### config.mk
export PLATFORM = sky130hd
export DESIGN_NAME = mesh_radio_frame_parser_top
export DESIGN_NICKNAME = d
export VERILOG_FILES = /design/src/rtl/mrfp_pkg.sv /design/src/rtl/mrfp_decode.sv /design/src/rtl/mrfp_out_reg.sv /design/src/rtl/mesh_radio_frame_parser_top.sv
export SDC_FILE = /design/constraint.sdc
export NUM_CORES = 1
export LEC_CHECK = 0
export BUFFER_PORTS_ARGS = -buffer_cell sky130_fd_sc_hd__buf_2
export CORE_AREA = 2 2 158 160
export DETAILED_ROUTE_END_ITERATION = 12
export DIE_AREA = 0 0 160 162
export SYNTH_ARGS = -nofsm -noshare
export SYNTH_HDL_FRONTEND = slang
export SYNTH_HIERARCHICAL = 1
export SYNTH_SLANG_ARGS = --single-unit
export TNS_END_PERCENT = 20
### constraint.sdc
create_clock -name aclk -period 9.8 [get_ports aclk]
set_clock_uncertainty 0.05 [all_clocks]
set_input_delay 0.98 -clock aclk [delete_from_list [all_inputs] [get_ports aclk]]
set_output_delay 0.98 -clock aclk [all_outputs]
set_load 0.005 [all_outputs]
### src/rtl/mrfp_pkg.sv
// Shared types and codes of the mesh radio frame parser.
// No dependencies; every module of the block imports this package.
`default_nettype none

package mrfp_pkg;

    // Parser phases.
    localparam logic [2:0] PH_HEADER    = 3'd0;
    localparam logic [2:0] PH_TRANSPORT = 3'd1;
    localparam logic [2:0] PH_PATHLEN   = 3'd2;
    localparam logic [2:0] PH_PATH      = 3'd3;
    localparam logic [2:0] PH_PAYLOAD   = 3'd4;
    localparam logic [2:0] PH_ERROR     = 3'd5;

    // Byte classes.
    localparam logic [2:0] KIND_HEADER    = 3'd0;
    localparam logic [2:0] KIND_TRANSPORT = 3'd1;
    localparam logic [2:0] KIND_PATHLEN   = 3'd2;
    localparam logic [2:0] KIND_PATH      = 3'd3;
    localparam logic [2:0] KIND_PAYLOAD   = 3'd4;
    localparam logic [2:0] KIND_DROPPED   = 3'd5;
    localparam logic [2:0] KIND_IGNORED   = 3'd6;

    // Frame status codes.
    localparam logic [2:0] ST_OK       = 3'd0;
    localparam logic [2:0] ST_SHORT    = 3'd1;
    localparam logic [2:0] ST_BADSIZE  = 3'd2;
    localparam logic [2:0] ST_LONGPATH = 3'd3;
    localparam logic [2:0] ST_TRUNC    = 3'd4;

    // Route types that carry two transport codes.
    localparam logic [1:0] ROUTE_TC_FLOOD  = 2'd0;
    localparam logic [1:0] ROUTE_TC_DIRECT = 2'd3;

    // Hash size code that is not allowed.
    localparam logic [1:0] SIZE_CODE_BAD = 2'd3;

    // Number of transport code bytes.
    localparam logic [7:0] TRANSPORT_BYTES = 8'd4;

    // Width of the packed result data word (69 used bits, padded to bytes).
    localparam int unsigned RES_TDATA_W = 72;

    typedef struct packed {
        logic [2:0]  byte_kind;
        logic [7:0]  byte_value;
        logic        frame_done;
        logic [2:0]  status;
        logic [1:0]  route_code;
        logic [3:0]  pay_class;
        logic [1:0]  payload_version;
        logic [15:0] transport_code_a;
        logic [15:0] transport_code_b;
        logic [5:0]  hop_count;
        logic [2:0]  hop_size;
        logic [8:0]  payload_count;
    } result_t;

endpackage

`default_nettype wire

### src/rtl/mrfp_decode.sv
// Frame state tracker and per-byte classifier of the frame parser.
// Depends on mrfp_pkg for phase, class and status codes and the result type.
`default_nettype none

module mrfp_decode #(
    parameter int unsigned MAX_PATH    = 64,
    parameter int unsigned MAX_PAYLOAD = 256
) (
    input  wire logic            aclk,
    input  wire logic            aresetn,
    input  wire logic            in_fire,
    input  wire logic [7:0]      data_byte,
    input  wire logic            frame_last,
    output mrfp_pkg::result_t    result
);
    import mrfp_pkg::*;

    logic [2:0]  phase_reg, phase_next;
    logic [7:0]  field_cnt_reg, field_cnt_next;
    logic [7:0]  path_total_reg, path_total_next;
    logic [7:0]  header_reg, header_next;
    logic [31:0] tcodes_reg, tcodes_next;
    logic [7:0]  pathlen_reg, pathlen_next;
    logic [8:0]  pay_cnt_reg, pay_cnt_next;
    logic [2:0]  err_reg, err_next;

    logic [7:0]  field_inc;
    logic [7:0]  path_total_new;
    logic [2:0]  kind;
    logic [2:0]  status;

    assign field_inc      = field_cnt_reg + 8'd1;
    assign path_total_new = 8'({2'b00, data_byte[5:0]} * ({6'b0, data_byte[7:6]} + 8'd1));

    always_comb begin
        phase_next      = phase_reg;
        field_cnt_next  = field_cnt_reg;
        path_total_next = path_total_reg;
        header_next     = header_reg;
        tcodes_next     = tcodes_reg;
        pathlen_next    = pathlen_reg;
        pay_cnt_next    = pay_cnt_reg;
        err_next        = err_reg;
        kind            = KIND_IGNORED;

        case (phase_reg)
            PH_HEADER: begin
                kind           = KIND_HEADER;
                header_next    = data_byte;
                field_cnt_next = '0;
                if (data_byte[1:0] == ROUTE_TC_FLOOD || data_byte[1:0] == ROUTE_TC_DIRECT) begin
                    phase_next = PH_TRANSPORT;
                end else begin
                    phase_next = PH_PATHLEN;
                end
            end
            PH_TRANSPORT: begin
                kind        = KIND_TRANSPORT;
                tcodes_next = tcodes_reg | (32'(data_byte) << {field_cnt_reg[1:0], 3'b000});
                if (field_inc >= TRANSPORT_BYTES) begin
                    phase_next     = PH_PATHLEN;
                    field_cnt_next = '0;
                end else begin
                    field_cnt_next = field_inc;
                end
            end
            PH_PATHLEN: begin
                kind            = KIND_PATHLEN;
                pathlen_next    = data_byte;
                path_total_next = path_total_new;
                field_cnt_next  = '0;
                if (data_byte[7:6] == SIZE_CODE_BAD) begin
                    err_next   = ST_BADSIZE;
                    phase_next = PH_ERROR;
                end else if (path_total_new > 8'(MAX_PATH)) begin
                    err_next   = ST_LONGPATH;
                    phase_next = PH_ERROR;
                end else if (path_total_new == 8'd0) begin
                    phase_next = PH_PAYLOAD;
                end else begin
                    phase_next = PH_PATH;
                end
            end
            PH_PATH: begin
                kind           = KIND_PATH;
                field_cnt_next = field_inc;
                if (field_inc >= path_total_reg) begin
                    phase_next = PH_PAYLOAD;
                end
            end
            PH_PAYLOAD: begin
                if (pay_cnt_reg < 9'(MAX_PAYLOAD)) begin
                    kind         = KIND_PAYLOAD;
                    pay_cnt_next = pay_cnt_reg + 9'd1;
                end else begin
                    kind = KIND_DROPPED;
                end
            end
            default: begin
                kind = KIND_IGNORED;
            end
        endcase

        // Status as the frame would stand if this byte were its last.
        if (err_next != ST_OK) begin
            status = err_next;
        end else if (phase_next == PH_PATH) begin
            status = ST_TRUNC;
        end else if (phase_next == PH_PAYLOAD) begin
            status = ST_OK;
        end else begin
            status = ST_SHORT;
        end

        result            = '0;
        result.byte_kind  = kind;
        result.byte_value = data_byte;
        if (frame_last) begin
            result.frame_done      = 1'b1;
            result.status          = status;
            result.route_code      = header_next[1:0];
            result.pay_class       = header_next[5:2];
            result.payload_version = header_next[7:6];
            if (status != ST_SHORT) begin
                result.transport_code_a = tcodes_next[15:0];
                result.transport_code_b = tcodes_next[31:16];
                result.hop_count        = pathlen_next[5:0];
                result.hop_size         = 3'(pathlen_next[7:6]) + 3'd1;
            end
            if (status == ST_OK) begin
                result.payload_count = pay_cnt_next;
            end

            // The frame is over: everything returns to its idle values.
            phase_next      = PH_HEADER;
            field_cnt_next  = '0;
            path_total_next = '0;
            header_next     = '0;
            tcodes_next     = '0;
            pathlen_next    = '0;
            pay_cnt_next    = '0;
            err_next        = ST_OK;
        end
    end

    always_ff @(posedge aclk) begin
        if (!aresetn) begin
            phase_reg      <= PH_HEADER;
            field_cnt_reg  <= '0;
            path_total_reg <= '0;
            header_reg     <= '0;
            tcodes_reg     <= '0;
            pathlen_reg    <= '0;
            pay_cnt_reg    <= '0;
            err_reg        <= ST_OK;
        end else if (in_fire) begin
            phase_reg      <= phase_next;
            field_cnt_reg  <= field_cnt_next;
            path_total_reg <= path_total_next;
            header_reg     <= header_next;
            tcodes_reg     <= tcodes_next;
            pathlen_reg    <= pathlen_next;
            pay_cnt_reg    <= pay_cnt_next;
            err_reg        <= err_next;
        end
    end

endmodule

`default_nettype wire

### src/rtl/mrfp_out_reg.sv
// Result register with a one-entry skid stage for the frame parser.
// Depends on mrfp_pkg for the result type.
`default_nettype none

module mrfp_out_reg (
    input  wire logic              aclk,
    input  wire logic              aresetn,
    input  wire logic              in_valid,
    output logic                   in_ready,
    input  wire mrfp_pkg::result_t in_data,
    output logic                   out_valid,
    input  wire logic              out_ready,
    output mrfp_pkg::result_t      out_data
);
    import mrfp_pkg::*;

    logic    out_valid_reg, out_valid_next;
    logic    skid_valid_reg, skid_valid_next;
    result_t out_data_reg, out_data_next;
    result_t skid_data_reg, skid_data_next;
    logic    in_fire;
    logic    out_free;

    // The skid stage absorbs the one transaction that can arrive while the
    // result register is held, so input readiness never waits on out_ready.
    assign in_ready = !skid_valid_reg;
    assign in_fire  = in_valid && !skid_valid_reg;
    assign out_free = !out_valid_reg || out_ready;

    always_comb begin
        out_valid_next  = out_valid_reg;
        out_data_next   = out_data_reg;
        skid_valid_next = skid_valid_reg;
        skid_data_next  = skid_data_reg;
        if (out_free) begin
            if (skid_valid_reg) begin
                out_valid_next  = 1'b1;
                out_data_next   = skid_data_reg;
                skid_valid_next = 1'b0;
            end else begin
                out_valid_next = in_fire;
                out_data_next  = in_data;
            end
        end else if (in_fire) begin
            skid_valid_next = 1'b1;
            skid_data_next  = in_data;
        end
    end

    always_ff @(posedge aclk) begin
        if (!aresetn) begin
            out_valid_reg  <= 1'b0;
            skid_valid_reg <= 1'b0;
        end else begin
            out_valid_reg  <= out_valid_next;
            skid_valid_reg <= skid_valid_next;
        end
    end

    always_ff @(posedge aclk) begin
        out_data_reg  <= out_data_next;
        skid_data_reg <= skid_data_next;
    end

    assign out_valid = out_valid_reg;
    assign out_data  = out_data_reg;

endmodule

`default_nettype wire

### src/rtl/mesh_radio_frame_parser_top.sv
// Mesh radio frame parser: a byte stream in, one classified result per byte out.
// Depends on mrfp_pkg, mrfp_decode and mrfp_out_reg.
//
// Usage: frame bytes enter on the s_ channel in wire order, s_tlast high on the
// final byte of each frame. Every accepted transaction yields exactly one result
// transaction on the m_ channel: m_tuser gives the byte class, m_tdata echoes
// the byte and, on the frame's last byte (m_tlast high), carries the frame
// status and the header, transport, path-length and payload-count fields.
// On other bytes the summary fields are zero.
// An accepted byte is classified combinationally and then registered in the result
// register. Throughput is one byte per cycle while the receiver keeps up, set by
// the state update of the frame tracker followed by the result register.
// A skid stage behind the result register takes one further transaction while
// the receiver stalls; s_tready falls only when both are full, and no result
// is lost or repeated.
// Reset (aresetn low at a rising edge) empties both result stages and puts
// the tracker back to expecting a header byte. The tracker also returns to
// that state after every last byte, so frames follow without gaps.
`default_nettype none

module mesh_radio_frame_parser_top #(
    parameter int unsigned MAX_PATH    = 64,
    parameter int unsigned MAX_PAYLOAD = 256
) (
    input  wire logic        aclk,
    input  wire logic        aresetn,
    // Input byte stream.
    input  wire logic        s_tvalid,
    output logic             s_tready,
    input  wire logic [7:0]  s_tdata,   // [7:0] data_byte
    input  wire logic        s_tlast,   // frame_last
    // Result stream.
    output logic             m_tvalid,
    input  wire logic        m_tready,
    // [7:0] byte_value, [10:8] status, [12:11] route_code, [16:13] pay_class,
    // [18:17] payload_version, [34:19] transport_code_a, [50:35] transport_code_b,
    // [56:51] hop_count, [59:57] hop_size, [68:60] payload_count, [71:69] zero
    output logic [71:0]      m_tdata,
    output logic [2:0]       m_tuser,   // [2:0] byte_kind
    output logic             m_tlast    // frame_done
);
    import mrfp_pkg::*;

    result_t dec_result;
    result_t out_result;
    logic    in_fire;

    assign in_fire = s_tvalid && s_tready;

    // The tracker advances only on an accepted transaction.
    mrfp_decode #(
        .MAX_PATH    (MAX_PATH),
        .MAX_PAYLOAD (MAX_PAYLOAD)
    ) u_decode (
        .aclk       (aclk),
        .aresetn    (aresetn),
        .in_fire    (in_fire),
        .data_byte  (s_tdata),
        .frame_last (s_tlast),
        .result     (dec_result)
    );

    mrfp_out_reg u_out_reg (
        .aclk      (aclk),
        .aresetn   (aresetn),
        .in_valid  (s_tvalid),
        .in_ready  (s_tready),
        .in_data   (dec_result),
        .out_valid (m_tvalid),
        .out_ready (m_tready),
        .out_data  (out_result)
    );

    // Pack the result fields, lowest field in the lowest bits.
    assign m_tdata = RES_TDATA_W'({out_result.payload_count,
                                   out_result.hop_size,
                                   out_result.hop_count,
                                   out_result.transport_code_b,
                                   out_result.transport_code_a,
                                   out_result.payload_version,
                                   out_result.pay_class,
                                   out_result.route_code,
                                   out_result.status,
                                   out_result.byte_value});
    assign m_tuser = out_result.byte_kind;
    assign m_tlast = out_result.frame_done;

endmodule

`default_nettype wire

### Yosys cells after proc, flatten, opt, wreduce, memory -nomap -nowiden

Cells that the tools add are included.

* shift-type cells: 1
* reduce and logical (&&, ||, !) cells: 17
* equal/unequal tests: 9
* multipliers: 1
* muxes and demuxes: 36
* bitwise gates (word level): 3
* add/subtract/negate cells: 4
* magnitude comparators: 4

Operators by type and width (count)
* $mux W73: 1
* $mux W32: 2
* $mux W8: 8
* $mux W62: 1
* $mux W41: 1
* $mux W3: 12
* $mux W9: 4
* $or A32 B32 Y32: 1
* $shl A8 B5 Y32: 1
* $pmux W8 S3: 1
* $pmux W3 S5: 1
* $pmux W3 S4: 1
* $add A9 B1 Y9 const B: 1
* $eq A3 B2 Y1 const B: 3
* $lt A9 B9 Y1 const B: 1
* $add A8 B1 Y8 const B: 1
* $ge A8 B3 Y1 const B: 1
* $ge A8 B8 Y1: 1
* $gt A8 B7 Y1 const B: 1
* $logic_not A8 Y1: 1
* $mul A6 B8 Y8: 1
* $add A2 B1 Y3 const B: 2
* $eq A3 B3 Y1 const B: 2
* $logic_not A3 Y1: 2
* other kinds (15): 24

* bits in registers: 227
* output and inout bits: 78
* logic and storage cells: 109

### Longest topological paths before layout

* depth in word-level cells: 15
* gate-level depth with buffers: 19
* mapped depth without buffers: 16

### Hierarchy

The synthesis kept the hierarchy.

By module, submodules not included
* mrfp_out_reg: cells each 235, area each 5355.1 um^2, seq. area each 4424.2 um^2, instances 1
* mrfp_decode: cells each 677, area each 5320.1 um^2, seq. area each 1581.5 um^2, instances 1
* mesh_radio_frame_parser_top: cells each 5, area each 32.5 um^2, seq. area each 0.0 um^2, instances 1

### Worst setup path after synthesis

No wires, ideal clock.

* kind: input port to flip-flop
* start: input m_tready
* end: register u_out_reg/skid_data_reg[0] (netlist bit) (enable)
* path slack: 0.879 ns
* arrival time: 8.262 ns
* buffers on the path: 0
* stages: 2
* setup time: 0.609 ns
* cell sequence: nand2b_1 > nor3b_1

* longest elaborated chain between the ends: 3

RTL lines
* from (decl): RTL line mesh_radio_frame_parser_top.sv:34 `input wire logic m_tready,`
* $logic_or A1 B1 Y1: RTL line mrfp_out_reg.sv:28 `assign out_free = !out_valid_reg || out_ready;`
* $not A1 Y1 (no line)
* $reduce_and A2 Y1 (no line)
* to (signal assigned): RTL line mrfp_out_reg.sv:62 `skid_data_reg <= skid_data_next;`
* to (decl): RTL line mrfp_out_reg.sv:20 `result_t skid_data_reg, skid_data_next;`

No other way between the ends.
A chain may end at the register's enable or synchronous reset.

==> impl_metrics.tcl <==
set metrics [dict create \
    diodes 0 \
    netSwitchingFraction_pct 22.6 \
    crit_required_ns 10.13 \
    cts_buffers 24 \
    cap_violations 0 \
    cts_resized 0 \
    num_vias 7085 \
    grt_pass1_vias 6826 \
    min_path_type "flip-flop to flip-flop" \
    ys_warn_count 6 \
    hold_depth 2 \
    synth_cells 917 \
    die_y_microns 162 \
    finalHoldViolCount 0 \
    drv_slew 0 \
    clock-sinks 227 \
    seqPwrFrac_pct 48.8 \
    postCtsSetupBuffers 0 \
    fin_nets 999 \
    fill_cells 2214 \
    cts_max_path_buffers 3 \
    rsz0062_at_grt "false" \
    grt_usage_pct 17.8 \
    core_area_sq_mm 0.0241 \
    grt_max_degree 82 \
    root_buffer "clkbuf_16" \
    vdd_ir_drop_max_v 0.0000931 \
    yosysTopAreaCell "edfxtp_1" \
    pwr-share-clk_pct 42.6 \
    place_congestion 0.861 \
    rows 57 \
    worst_pin_slew_ns 1.23 \
    p_switching_w 0.000492 \
    drt-initial-drc-count 446 \
    synth.most_common_cell "edfxtp_1" \
    fmax_mhz 164 \
    ios 91 \
    avgRoutedWirePerCell_microns 17.7 \
    hold_buffers 0 \
    maxSlewHeadroom_pct 18.0 \
    drc 0 \
    synth_ff_type "edfxtp_1" \
    fin_crit_sh_pct 62.2 \
    wirelength_microns 23100 \
    clkSlewWorstSetupHoldPaths_ns 0.06 \
    dpl.hpwl_microns 14000 \
    synth-edff-count 146 \
    dieArea_sq_mm 0.0259 \
    drive_above_1_share_pct 22.9 \
    netlist_top_cells_area "edfxtp_1, dfxtp_1, mux2_2, nor2b_1, a22oi_1" \
    cp-end-kind "flip-flop" \
    ant_nets 0 \
    dr.pass1.iters 4 \
    synthTopCellsByCount "edfxtp_1, dfxtp_1, nor2b_1, mux2_2, a22oi_1" \
    start_kind "input port" \
    antenna_found_initial 0 \
    crit_fanout 41 \
    die_x_microns 160 \
    power_w 0.00218 \
    rr_worst_depth 16 \
    ys_types 61 \
    syn_area_sq_mm 0.0107 \
    timing_worst_setup_path_type "input port to flip-flop" \
    yosysTopAreaCellShare_pct 40.9 \
    gr-total-overflow 0 \
    setup_tns_ns 0 \
    p_int_w 0.00169 \
    setup-violations-final 0 \
    ctsHtreeMaxLevel 1 \
    postSynthRegisterBits 227 \
    portBuffers 87 \
    crit_arrival_ns 6.43 \
    clock_latency_ns 0.51 \
    synthArstFlopShare_pct 0 \
    outcome "finished clean" \
    grt_pass1_wl_microns 37500 \
    avgSynthCellArea_sq_um 11.7 \
    powerDensity_mw_per_mm2 181 \
    start_util_pct 44.4 \
    areaGrowthSynthToFinish_pct 12.8 \
    cellLeakagePower_nw 4.42 \
    cts_tree "yes" \
    vias_per_cell 5.44 \
    ys_seq_area_share_pct 56.1 \
    fin_crit_ns 6.09 \
    power_frac_comb_pct 8.6 \
]
worst paths after layout:
path              slack, ns                                       to                                     from
setup / recovery       3.71         u_out_reg/out_data[48]$_DFFE_PP_                               s_tdata[6]
setup reg to reg       5.01         u_out_reg/out_data[48]$_DFFE_PP_   u_decode/field_cnt_reg[0]$_SDFFE_PN0P_
hold / removal         0.42  u_decode/path_total_reg[5]$_SDFFE_PN0P_  u_decode/path_total_reg[5]$_SDFFE_PN0P_
hold reg to reg        0.42  u_decode/path_total_reg[5]$_SDFFE_PN0P_  u_decode/path_total_reg[5]$_SDFFE_PN0P_
power groups by stage:
stage | Combinational [W] | Sequential [W] | Clock [W]
2_1_floorplan | 0.000125 | 0.00108 | 0
3_3_place_gp | 0.000188 | 0.00108 | 0
3_5_place_dp | 0.000188 | 0.00108 | 0
4_1_cts | 0.000189 | 0.00106 | 0.000955
5_1_grt | 0.000206 | 0.00107 | 0.000995
6_report | 0.000188 | 0.00106 | 0.000929
cell families (layout without fill, tap and decap cells):
kind of cell / Yosys count / in the layout / share of synthesized area (%)
XOR/XNOR: 18 / 18 / 1.47
multiplexers: 75 / 75 / 7.86
other: 1 / 3 / 0.0350
adder cells (fa/ha/maj): 25 / 25 / 3.27
buffers and inverters: 108 / 168 / 4.85
flip-flops: 227 / 227 / 56.1
AND/OR/NAND/NOR: 238 / 238 / 12.1
AO/OA/AOI/OAI: 225 / 225 / 14.3
placed cells by master, fill, tap and decap left out, types with 13 or more instances in the layout:
cell type	Yosys	layout
o21ai_0	23	22
a22oi_1	59	59
nor2_1	25	25
nor4_1	13	13
a211oi_1	37	37
nor2b_1	77	77
buf_2	4	87
mux2_2	73	73
a21oi_1	58	58
ha_1	20	20
inv_1	24	24
edfxtp_1	146	146
and2_1	15	15
nand2_1	58	58
buf_4	13	13
dfxtp_1	81	80
clkbuf_16	0	25
final cells by class:
cell class,count,area (sq um),share of cell area (%)
clock inverters,7,111,0.922
multi-input cells,584,4220,35.0
clock buffers,37,701,5.80
inverters,24,90.1,0.746
repair buffers,100,533,4.41
flip-flops and latches,227,6010,49.8
well taps,324,405,3.36
critical path, stage by stage:
cell	delay, ns
buf_2	0.36
ha_1	0.47
nand2_1	0.15
fa_1	0.50
inv_1	0.08
ha_1	0.17
inv_1	0.06
fa_1	0.39
xnor2_1	0.15
or4_1	0.46
a211o_1	0.32
xor2_1	0.18
a311o_1	0.37
a221oi_2	0.35
or3b_1	0.38
buf_4	0.29
a211oi_1	0.50
mux2_2	0.24
per-layer routing:
metal  track usage, %  vias up  wire, microns
li1                 -     3452              -
met5                0        -              0
met1             24.6     3459          11000
met3             2.43       27            954
met2             30.2      147          10800
met4             4.01        0            344
metrics by stage:
| step | cells | utilization, % | setup slack, ns | area, sq um | hold slack, ns |
|---|---|---|---|---|---|
| final | 1303 | 50.1 | 3.71 | 12100 | 0.420 |
| after global routing | 1303 | 50.1 | 3.45 | 12100 | 0.441 |
| after CTS | 1303 | 50.1 | 3.72 | 12100 | 0.422 |
| after detailed placement | 1259 | 46.7 | 3.18 | 11300 | 0.414 |
| after global placement | 1259 | 46.7 | 3.34 | 11300 | 0.411 |
| after floorplan | 919 | - | 0.879 | 10700 | 0.393 |
Power figures use the tool's default switching activity.
